File: src/design/palette_nearest_color_match_core_defines.svh
// Assertion macros for the palette nearest color match core.
`ifndef PALETTE_NEAREST_COLOR_MATCH_CORE_DEFINES_SVH
`define PALETTE_NEAREST_COLOR_MATCH_CORE_DEFINES_SVH

`ifndef ASSERT_OFF
`define PNCM_ASSERT(lbl, clk, rst, prop, msg) \
  lbl: assert property (@(posedge clk) disable iff (rst) prop) else $error(msg);
`define PNCM_ASSERT_NR(lbl, clk, prop, msg) \
  lbl: assert property (@(posedge clk) prop) else $error(msg);
`else
`define PNCM_ASSERT(lbl, clk, rst, prop, msg)
`define PNCM_ASSERT_NR(lbl, clk, prop, msg)
`endif

`endif

File: src/design/pncm_pkg.sv
// Shared types, constants and helpers for the palette nearest color match core.
`default_nettype none
package pncm_pkg;

  localparam int PALETTE_ENTRIES_DEF = 256;
  localparam int IDX_W   = 8;
  localparam int CH_W    = 8;
  localparam int RGB_W   = 3 * CH_W;
  localparam int SQ_W    = 2 * CH_W;
  localparam int DIST_W  = 18;
  localparam int COLOR_W = 32;

  localparam logic [IDX_W-1:0] TRANSPARENT_IDX = 8'd255;
  localparam logic [CH_W-1:0]  ALPHA_OPAQUE    = 8'hFF;
  localparam logic [CH_W-1:0]  ALPHA_CLEAR     = 8'h00;

  localparam logic FUNC_LOAD  = 1'b0;
  localparam logic FUNC_QUERY = 1'b1;

  typedef enum logic [1:0] {
    ST_IDLE,
    ST_SCAN,
    ST_WAIT,
    ST_DONE
  } state_t;

  typedef struct packed {
    logic             valid;
    logic             last;
    logic [IDX_W-1:0] idx;
  } tag_t;

  function automatic logic [CH_W-1:0] expand5(input logic [4:0] c);
    expand5 = {c, 3'b100};
  endfunction

endpackage
`default_nettype wire

File: src/design/pncm_dist.sv
// Shared squared RGB distance unit: registered channel squares, then the sum.
`default_nettype none
module pncm_dist (
  input  wire logic                         clk,
  input  wire logic                         rst,
  input  wire logic [pncm_pkg::CH_W-1:0]    qr,
  input  wire logic [pncm_pkg::CH_W-1:0]    qg,
  input  wire logic [pncm_pkg::CH_W-1:0]    qb,
  input  wire logic [pncm_pkg::RGB_W-1:0]   entry,
  input  wire logic                         entry_valid,
  input  wire pncm_pkg::tag_t               tag_in,
  output logic      [pncm_pkg::DIST_W-1:0]  dist_sum,
  output pncm_pkg::tag_t                    tag_out
);

  logic [pncm_pkg::RGB_W-1:0] ent;
  logic [pncm_pkg::CH_W-1:0]  dr, dg, db;
  logic [pncm_pkg::SQ_W-1:0]  sq_r, sq_g, sq_b;

  function automatic logic [pncm_pkg::CH_W-1:0] absdiff(
    input logic [pncm_pkg::CH_W-1:0] a,
    input logic [pncm_pkg::CH_W-1:0] b
  );
    absdiff = (a >= b) ? (a - b) : (b - a);
  endfunction

  assign ent = entry_valid ? entry : '0;
  assign dr  = absdiff(qr, ent[7:0]);
  assign dg  = absdiff(qg, ent[15:8]);
  assign db  = absdiff(qb, ent[23:16]);

  always_ff @(posedge clk) begin
    sq_r <= dr * dr;
    sq_g <= dg * dg;
    sq_b <= db * db;
    if (rst) begin
      tag_out <= '0;
    end else begin
      tag_out <= tag_in;
    end
  end

  assign dist_sum = pncm_pkg::DIST_W'(sq_r) + pncm_pkg::DIST_W'(sq_g)
                  + pncm_pkg::DIST_W'(sq_b);

endmodule
`default_nettype wire

File: config.mk
export PLATFORM = sky130hd
export DESIGN_NAME = pncm_dist
export DESIGN_NICKNAME = d
export VERILOG_FILES = /design/src/design/palette_nearest_color_match_core_defines.svh /design/src/design/pncm_pkg.sv /design/src/design/pncm_dist.sv
export SDC_FILE = /design/constraint.sdc
export NUM_CORES = 1
export LEC_CHECK = 0
export BUFFER_PORTS_ARGS = -buffer_cell sky130_fd_sc_hd__buf_2
export CORE_MARGIN = 8
export CORE_UTILIZATION = 67
export DETAILED_ROUTE_END_ITERATION = 8
export PLACE_DENSITY = 0.89
export SYNTH_ARGS = -nofsm -noshare
export SYNTH_HDL_FRONTEND = slang
export SYNTH_SLANG_ARGS = --single-unit
File: constraint.sdc
create_clock -name clk -period 21.8 [get_ports clk]
set_clock_uncertainty 0.05 [all_clocks]
set_input_delay 4.36 -clock clk [delete_from_list [all_inputs] [get_ports clk]]
set_output_delay 4.36 -clock clk [all_outputs]
set_load 0.02 [all_outputs]
==> results of run 1 <==
[synthesized netlist by cell type, types with 9 or more instances]
cell type / count / area, um^2
inv_1: 206 / 773.2
ha_1: 151 / 1889
fa_1: 97 / 1942
nor2_1: 94 / 352.8
dfxtp_1: 55 / 1101
a21oi_1: 54 / 270.3
nand2_1: 51 / 191.4
xnor2_1: 47 / 411.6
a21o_1: 32 / 240.2
o21ai_0: 29 / 145.1
nor2b_1: 22 / 137.6
mux2i_1: 21 / 210.2
xor2_1: 20 / 175.2
nor3_1: 12 / 60.06
o211ai_1: 12 / 90.09
or2_2: 12 / 75.07
nand2b_1: 10 / 62.56
o21bai_1: 10 / 75.07
buf_2: 9 / 45.04
nand3_1: 9 / 45.04
[state kept, by name (all words and copies together) (netlist names)]
| signal | count |
|---|---|
| sq_r | 15 |
| tag_out | 10 |
| sq_g | 15 |
| sq_b | 15 |
[worst max-delay path by stage]
stage | start | to | slack (ns) | depth (start not counted)
after floorplan | entry_valid | sq_r[12]$_DFF_P_ | 11.22 | 26
after global placement | entry_valid | sq_b[13]$_DFF_P_ | 10.77 | 24
after detailed placement | entry_valid | sq_r[12]$_DFF_P_ | 10.57 | 22
after CTS | entry_valid | sq_r[12]$_DFF_P_ | 10.88 | 22
after global routing | entry_valid | sq_r[12]$_DFF_P_ | 10.46 | 25
final | entry_valid | sq_r[12]$_DFF_P_ | 10.86 | 22
[kinds of logic after synthesis]
| logic type | count (synthesis) | share of synthesized area [%] |
|---|---|---|
| DFF | 55 | 11.87 |
| muxes | 22 | 2.388 |
| AOI/OAI and AO/OA | 182 | 14.03 |
| and+or+nand+nor | 250 | 13.36 |
| buffers and inverters | 225 | 9.432 |
| other | 1 | 0.04044 |
| adders and majority gates | 248 | 41.32 |
| xor gates and xnor gates | 74 | 7.556 |
[cell type report]
| class | instances | share of cell area (%) |
|---|---|---|
| Clock buffer | 5 | 1.250 |
| Clock inverter | 3 | 0.2749 |
| Inverter | 208 | 7.798 |
| Multi-Input combinational cell | 779 | 72.96 |
| Sequential cell | 55 | 11.00 |
| Tap cell | 180 | 2.249 |
| Timing Repair Buffer | 89 | 4.474 |
[per-stage QoR]
| step | util [%] | cell area [um^2] | instances | setup slack [ns] | hold WS, ns |
|---|---|---|---|---|---|
| after floorplan | - | 9280 | 1059 | 11.22 | 4.382 |
| after global placement | 71.87 | 9859 | 1311 | 10.77 | 4.518 |
| after detailed placement | 71.87 | 9859 | 1311 | 10.57 | 4.523 |
| after CTS | 72.98 | 10010 | 1319 | 10.88 | 4.224 |
| after global routing | 72.98 | 10010 | 1319 | 10.46 | 4.222 |
| final | 72.98 | 10010 | 1319 | 10.86 | 4.226 |
[worst max-delay path: cells and delay by family]
family	cells	cell delay (ns)
adders and majority gates	7	2.68
buffers and inverters	5	0.59
AOI/OAI and AO/OA	4	0.96
muxes	1	0.90
and+or+nand+nor	5	1.57
[metal layers]
| metal | vias to the layer above | GRT usage, % | part of all wire [%] |
|---|---|---|---|
| met1 | 3481 | 26.98 | 45 |
| met4 | 0 | 5.053 | 1.9 |
| met3 | 36 | 2.861 | 4.5 |
| met2 | 186 | 37.64 | 49 |
| li1 | 3604 | - | - |
| met5 | - | 0 | 0 |
==> impl_metrics.csv, run 1 <==
group,metric,value,unit
outcome,status,"finished clean",
job,max_cap_violations,0,
floorplan,num_io_pins,89,
layout,final_common_cell,"inv_1",
route,drt-initial-drc-count,387,
logic_synthesis,ys_types,67,
critical_path,end_kind,"flop",
global_route,first_global_vias,7291,
floorplan,chipWidth,133.6,um
critical_path,crit_path_start_kind,"primary input",
logic_synthesis,yosysWarnings,0,
critical_path,path_cells,"buf_2, nand2_1, inv_1, ha_1, inv_1, fa_1, nand3_1, a311oi_4, a211oi_4, mux2i_1, nor2_1, fa_1, fa_1, fa_1, inv_1, fa_1, inv_1, ha_1, or3_1, o211ai_1, or4b_2, o311ai_0",
logic_synthesis,synthesis.area,9273,um^2
route,drt-wirelength-per-cell,14.50,um
route,dr_total_vias,7307,
clock_network,cts_tree,"built",
route,vias_per_cell,5.540,
floorplan,die_height,133.6,um
sta,max_freq,91.39,MHz
critical_path,slowest_stage,"mux2i_1",
sta,finalSetupViolations,0,
clock_network,post_cts_buffers,0,
worst_hold_path,whs_endpoint,"tag_out[7]$_SDFF_PP0_",
layout,nets,1447,
layout,final-seq-area,1101,um^2
sta,slew_violations,0,
sta,hold_viol_final,0,
placement,portBuffers,88,
layout,drive_above_1_share,12.55,%
layout,diodes,0,
logic_synthesis,ys_ff_latch,55,
global_route,grt_use_total,21.35,%
critical_path,arrival,11.07,ns
logic_synthesis,synthArstFlopShare,0,%
placement,dp_hpwl,16480,um
route,ant_nets,0,
layout,layout_common_cells,"206 x inv_1, 151 x ha_1, 97 x fa_1",
global_route,antenna_found_initial,0,
layout,syn2layout_area_growth,7.975,%
clock_network,cts-root-buf,"clkbuf_16",
clock_network,ctsHoldBuffers,0,
worst_hold_path,hold_path.startpoint,"tag_in[7]",
route,totalWireLength,19130,um
floorplan,core_area,13720,um^2
critical_path,crit_top_cell,"fa_1",
global_route,grt_pass1_wl,32720,um
critical_path,crit_path_max_incr_delay,0.90,ns
clock_network,cts_buffers,5,
logic_synthesis,ys_seq_area_share,11.87,%
worst_hold_path,hp-class,"primary input to flop",
clock_network,htree_levels,2,
sta,post-route-period-util,50.19,%
logic_synthesis,synthFlopType,"dfxtp_1",
sta,setup_tns,0,ns
sta,grt_setup_unrepaired,"false",
sta,max_slew.worst_pin.slew,1.009,ns
sta,relSlewSlack,30.83,%
logic_synthesis,avgSynthCellArea,8.773,um^2
layout,multi_input_area,7305,um^2
clock_network,cts.path.max_buffers,2,
worst_hold_path,hold_depth,2,
floorplan,die_area,17860,um^2
logic_synthesis,synth_edf_count,0,
layout,fillers,1021,
critical_path,critPathKind,"primary input to flop",
clock_network,clk_pin_slew,0.07,ns
floorplan,core.rowCount,43,
clock_network,cts_resized,0,
placement,gp_routability_congestion,0.8584,
global_route,grt_overflow_total,0,
route,first_pass_iters,5,
critical_path,crit_path_max_fanout,24,
critical_path,critPathRequiredTime,21.93,ns
global_route,grt_max_degree,25,
sta,fin_crit,10.94,ns
clock_network,cts.sinks,55,
route,drc,0,
floorplan,initial_core_util,67.59,%
logic_synthesis,synth_cells,1057,
Power of run 1 is not shown: default switching activity piles up to over one toggle a cycle in this logic, so the estimate is an artifact.
==> inputs of run 2 (changes only) <==
--- a/config.mk
+++ b/config.mk
@@ -5,11 +5,12 @@
 export SDC_FILE = /design/constraint.sdc
 export NUM_CORES = 1
 export LEC_CHECK = 0
+export ABC_AREA = 1
 export BUFFER_PORTS_ARGS = -buffer_cell sky130_fd_sc_hd__buf_2
 export CORE_MARGIN = 8
-export CORE_UTILIZATION = 67
+export CORE_UTILIZATION = 57
 export DETAILED_ROUTE_END_ITERATION = 8
-export PLACE_DENSITY = 0.89
+export PLACE_DENSITY = 0.8
 export SYNTH_ARGS = -nofsm -noshare
 export SYNTH_HDL_FRONTEND = slang
 export SYNTH_SLANG_ARGS = --single-unit
==> constraint.sdc (replaced) <==
create_clock -name clk -period 8.8 [get_ports clk]
set_clock_uncertainty 0.05 [all_clocks]
set_input_delay 1.76 -clock clk [delete_from_list [all_inputs] [get_ports clk]]
set_output_delay 1.76 -clock clk [all_outputs]
set_load 0.02 [all_outputs]
==> impl_metrics.csv, run 2 <==
group,metric,value,unit
outcome,status,"finished clean",
floorplan,die_area,22140,um^2
placement,dp_hpwl,18380,um
clock_network,cts_buffers,5,
logic_synthesis,synth_cells,1405,
floorplan,num_io_pins,89,
placement,place_inst,1707,
critical_path,crit_top_cell,"nand2_1",
clock_network,cts-root-buf,"clkbuf_16",
layout,diodes,0,
clock_network,cts_tree,"built",
global_route,grt_max_degree,25,
floorplan,die_height,148.8,um
floorplan,core.rowCount,48,
placement,portBuffers,88,
critical_path,end_kind,"flop",
clock_network,ctsHoldBuffers,0,
critical_path,crit_path_max_fanout,24,
logic_synthesis,post-synth-top-area-cell,"fa_1",
logic_synthesis,synthFlopType,"dfxtp_1",
logic_synthesis,yosysMostFrequentCell,"nand2_1",
logic_synthesis,ys_types,38,
critical_path,cp_num_cells,29,
clock_network,cts.path.max_buffers,2,
worst_hold_path,hp-class,"primary input to flop",
floorplan,core_area,17300,um^2
logic_synthesis,synth_common_cells,"337 x nand2_1, 305 x inv_1, 151 x ha_1",
logic_synthesis,ys_seq_area_share,10.95,%
critical_path,slowest_stage,"fa_1",
route,ant_nets,0,
route,vias_per_cell,5.003,
critical_path,arrival,7.53,ns
critical_path,critPathKind,"primary input to flop",
layout,final_common_cell,"nand2_1",
critical_path,crit_path_start_kind,"primary input",
route,first_pass_iters,6,
critical_path,critPathRequiredTime,8.94,ns
layout,syn2layout_area_growth,7.968,%
layout,final_cells,1715,
logic_synthesis,synth_edf_count,0,
clock_network,cts_resized,0,
logic_synthesis,avgSynthCellArea,7.154,um^2
route,drc,0,
floorplan,initial_core_util,58.11,%
sta,post-route-period-util,83.95,%
global_route,grt_use_total,18.88,%
layout,multi_input_area,7691,um^2
logic_synthesis,synthArstFlopShare,0,%
global_route,grt_pass1_wl,35690,um
sta,setup_tns,0,ns
layout,fillers,1572,
logic_synthesis,synth_top_area_share,19.32,%
critical_path,crit_path_max_incr_delay,0.53,ns
route,drt-wirelength-per-cell,12.09,um
floorplan,chipWidth,148.8,um
layout,drive_above_1_share,11.48,%
layout,layout_common_cells,"337 x nand2_1, 305 x inv_1, 151 x ha_1",
sta,holdWs,1.612,ns
logic_synthesis,synthTopCellsByArea,"fa_1 19%, ha_1 19%, nand2_1 13%",
placement,place_area,10700,um^2
worst_hold_path,hold_depth,3,
logic_synthesis,yosysWarnings,0,
sta,hold_viol_final,0,
clock_network,cts.sinks,55,
route,drt-initial-drc-count,534,
layout,final-seq-area,1101,um^2
critical_path,crit_family,"adder cells",
layout,reg_top3,"sq_b x15, sq_g x15, sq_r x15",
route,totalWireLength,20730,um
clock_network,htree_levels,2,
route,dr_total_vias,8580,
critical_path,path_buf_inv,6,
placement,gp_routability_congestion,0.8923,
sta,max_freq,135.4,MHz
sta,slew_violations,0,
clock_network,post_cts_buffers,0,
global_route,grt_overflow_total,0,
global_route,first_global_vias,8094,
logic_synthesis,ys_ff_latch,55,
global_route,antenna_found_initial,0,
clock_network,clk_pin_slew,0.07,ns
sta,finalSetupViolations,0,
logic_synthesis,synthesis.area,10050,um^2
job,max_cap_violations,0,
layout,design_area,10850,um^2
sta,fin_crit,7.387,ns
sta,grt_setup_unrepaired,"false",
layout,nets,1798,
## run 2: logic make-up after synthesis
kind of cell / count (synthesis) / share of synthesized area [%]
AOI/OAI and AO/OA: 112 / 6.685
xor gates and xnor gates: 64 / 5.577
adders and majority gates: 248 / 38.12
buffers and inverters: 329 / 12.60
DFF: 55 / 10.95
other: 1 / 0.03731
and+or+nand+nor: 596 / 26.03
## run 2: final cells by class
| type | count | area share (%) |
|---|---|---|
| inverter | 316 | 10.93 |
| clock buffer | 5 | 1.153 |
| multi-input combinational | 1023 | 70.87 |
| sequential | 55 | 10.15 |
| clock inverter | 3 | 0.2421 |
| tap | 225 | 2.594 |
| timing repair buffer | 88 | 4.059 |
## run 2: worst paths after layout
path | from | to
setup / recovery | entry_valid | sq_b[12]$_DFF_P_
hold / removal | tag_in[5] | tag_out[5]$_SDFF_PP0_
## run 2: metal layers
| layer | track usage, % | routed length (um) | up-vias |
|---|---|---|---|
| met4 | 2.221 | 140 | 0 |
| met5 | 0 | 0 | - |
| li1 | - | - | 4423 |
| met1 | 25.47 | 9729 | 3963 |
| met2 | 32.82 | 9776 | 181 |
| met3 | 2.093 | 1086 | 13 |
## run 2: through the flow
step           worst slack [ns]  util [%]
6_report                  1.413     62.74
5_1_grt                  0.9530     62.74
4_1_cts                   1.429     62.74
3_5_place_dp              1.123     61.86
3_3_place_gp              1.371     61.86
2_1_floorplan             1.721         -
Power of run 2 is left out for the same reason.
==> inputs of run 3 (changes only) <==
--- a/config.mk
+++ b/config.mk
@@ -8,9 +8,9 @@
 export ABC_AREA = 1
 export BUFFER_PORTS_ARGS = -buffer_cell sky130_fd_sc_hd__buf_2
 export CORE_MARGIN = 8
-export CORE_UTILIZATION = 57
+export CORE_UTILIZATION = 63
 export DETAILED_ROUTE_END_ITERATION = 8
-export PLACE_DENSITY = 0.8
+export PLACE_DENSITY = 0.84
 export SYNTH_ARGS = -nofsm -noshare
 export SYNTH_HDL_FRONTEND = slang
 export SYNTH_SLANG_ARGS = --single-unit
==> constraint.sdc (replaced) <==
create_clock -name clk -period 7.7 [get_ports clk]
set_clock_uncertainty 0.05 [all_clocks]
set_input_delay 1.54 -clock clk [delete_from_list [all_inputs] [get_ports clk]]
set_output_delay 1.54 -clock clk [all_outputs]
set_load 0.02 [all_outputs]
==> impl_metrics.csv, run 3 (synthesized netlist as in run 2, its figures left out) <==
group,metric,value,unit
clock_network,ctsHoldBuffers,0,
placement,place_inst,1699,
outcome,status,"finished clean",
clock_network,htree_levels,2,
global_route,grt_use_total,20.82,%
sta,hold_viol_final,0,
clock_network,cts_tree,"built",
worst_hold_path,hold_path.startpoint,"tag_in[1]",
sta,setup_tns,0,ns
worst_hold_path,hp-class,"primary input to flop",
floorplan,die_area,20250,um^2
critical_path,crit_top_cell,"nand2_1",
global_route,grt_max_degree,19,
floorplan,die_height,142.3,um
sta,slew_violations,0,
critical_path,arrival,7.13,ns
sta,fin_crit,6.993,ns
layout,reg_top3,"sq_b x15, sq_g x15, sq_r x15",
route,dr_total_vias,8561,
layout,diodes,0,
route,first_pass_iters,5,
critical_path,crit_path_max_incr_delay,0.56,ns
job,max_cap_violations,0,
floorplan,chipWidth,142.3,um
clock_network,cts_buffers,5,
floorplan,num_io_pins,89,
critical_path,critPathKind,"primary input to flop",
clock_network,cts_resized,0,
placement,gp_routability_congestion,0.9251,
critical_path,slowest_stage,"fa_1",
clock_network,post_cts_buffers,0,
clock_network,cts-root-buf,"clkbuf_16",
global_route,grt_overflow_total,0,
clock_network,cts.sinks,55,
placement,place_area,10700,um^2
layout,final_common_cell,"nand2_1",
layout,final_cells,1707,
layout,design_area,10850,um^2
sta,max_freq,143.0,MHz
floorplan,core_area,15710,um^2
sta,finalWorstSetupSlack,0.7072,ns
clock_network,clk_pin_slew,0.07,ns
global_route,first_global_vias,8386,
route,drt-initial-drc-count,450,
floorplan,initial_core_util,63.97,%
critical_path,end_kind,"flop",
critical_path,crit_path_start_kind,"primary input",
route,totalWireLength,20780,um
clock_network,cts.path.max_buffers,2,
placement,dp_hpwl,18600,um
floorplan,core.rowCount,46,
global_route,grt_pass1_wl,35710,um
layout,layout_common_cells,"337 x nand2_1, 305 x inv_1, 151 x ha_1",
route,vias_per_cell,5.015,
critical_path,critPathRequiredTime,7.84,ns
placement,portBuffers,88,
layout,drive_above_1_share,11.54,%
critical_path,crit_path_max_fanout,15,
sta,grt_setup_unrepaired,"false",
route,ant_nets,0,
route,drt-wirelength-per-cell,12.17,um
route,drc,0,
layout,nets,1799,
layout,syn2layout_area_growth,7.905,%
sta,post-route-period-util,90.82,%
critical_path,crit_start,"entry_valid",
placement,post-place-ws,0.3840,ns
sta,finalSetupViolations,0,
global_route,antenna_found_initial,0,
run 3: changes by cell type in the layout (fill, tap and decap cells not counted), sizes merged:
cell | before | now
clkinv | 1 | 0
buf | 88 | 89
inv | 318 | 317
clkinvlp | 0 | 2
run 3: per-stage QoR:
| step | utilization [%] | hold WS (ns) |
|---|---|---|
| floorplan | - | 1.597 |
| global placement | 68.08 | 1.694 |
| detailed placement | 68.08 | 1.699 |
| CTS | 69.02 | 1.397 |
| global route | 69.02 | 1.394 |
| finish | 69.02 | 1.396 |
run 3: layer usage:
layer	track usage, %	vias to the layer above	part of all wire, %
li1	-	4421	-
met1	25.94	3938	44
met2	37.81	184	49
met3	3.220	18	5.4
met4	2.964	0	1.0
met5	0	-	0
run 3: critical path: cells and delay by family:
| family | cells | cell delay (ns) |
|---|---|---|
| AO/OA/AOI/OAI | 3 | 0.72 |
| adder cells (fa/ha/maj) | 7 | 2.93 |
| buffers and inverters | 8 | 0.69 |
| AND/OR/NAND/NOR | 13 | 1.27 |
run 3: path summary, 6_finish.rpt:
kind	endpoint	slack [ns]	cells after the start
hold / removal	tag_out[1]$_SDFF_PP0_	1.40	3
setup / recovery	sq_g[13]$_DFF_P_	0.71	31
run 3: cell type report:
cell class | instances | area (um^2)
multi-input combinational | 1023 | 7691
fill | 1343 | 4867
inverter | 316 | 1186
sequential | 55 | 1101
timing repair buffer | 89 | 447.9
tap | 216 | 270.3
clock buffer | 5 | 125.1
clock inverter | 3 | 23.77
Power of run 3 is left out for the same reason.
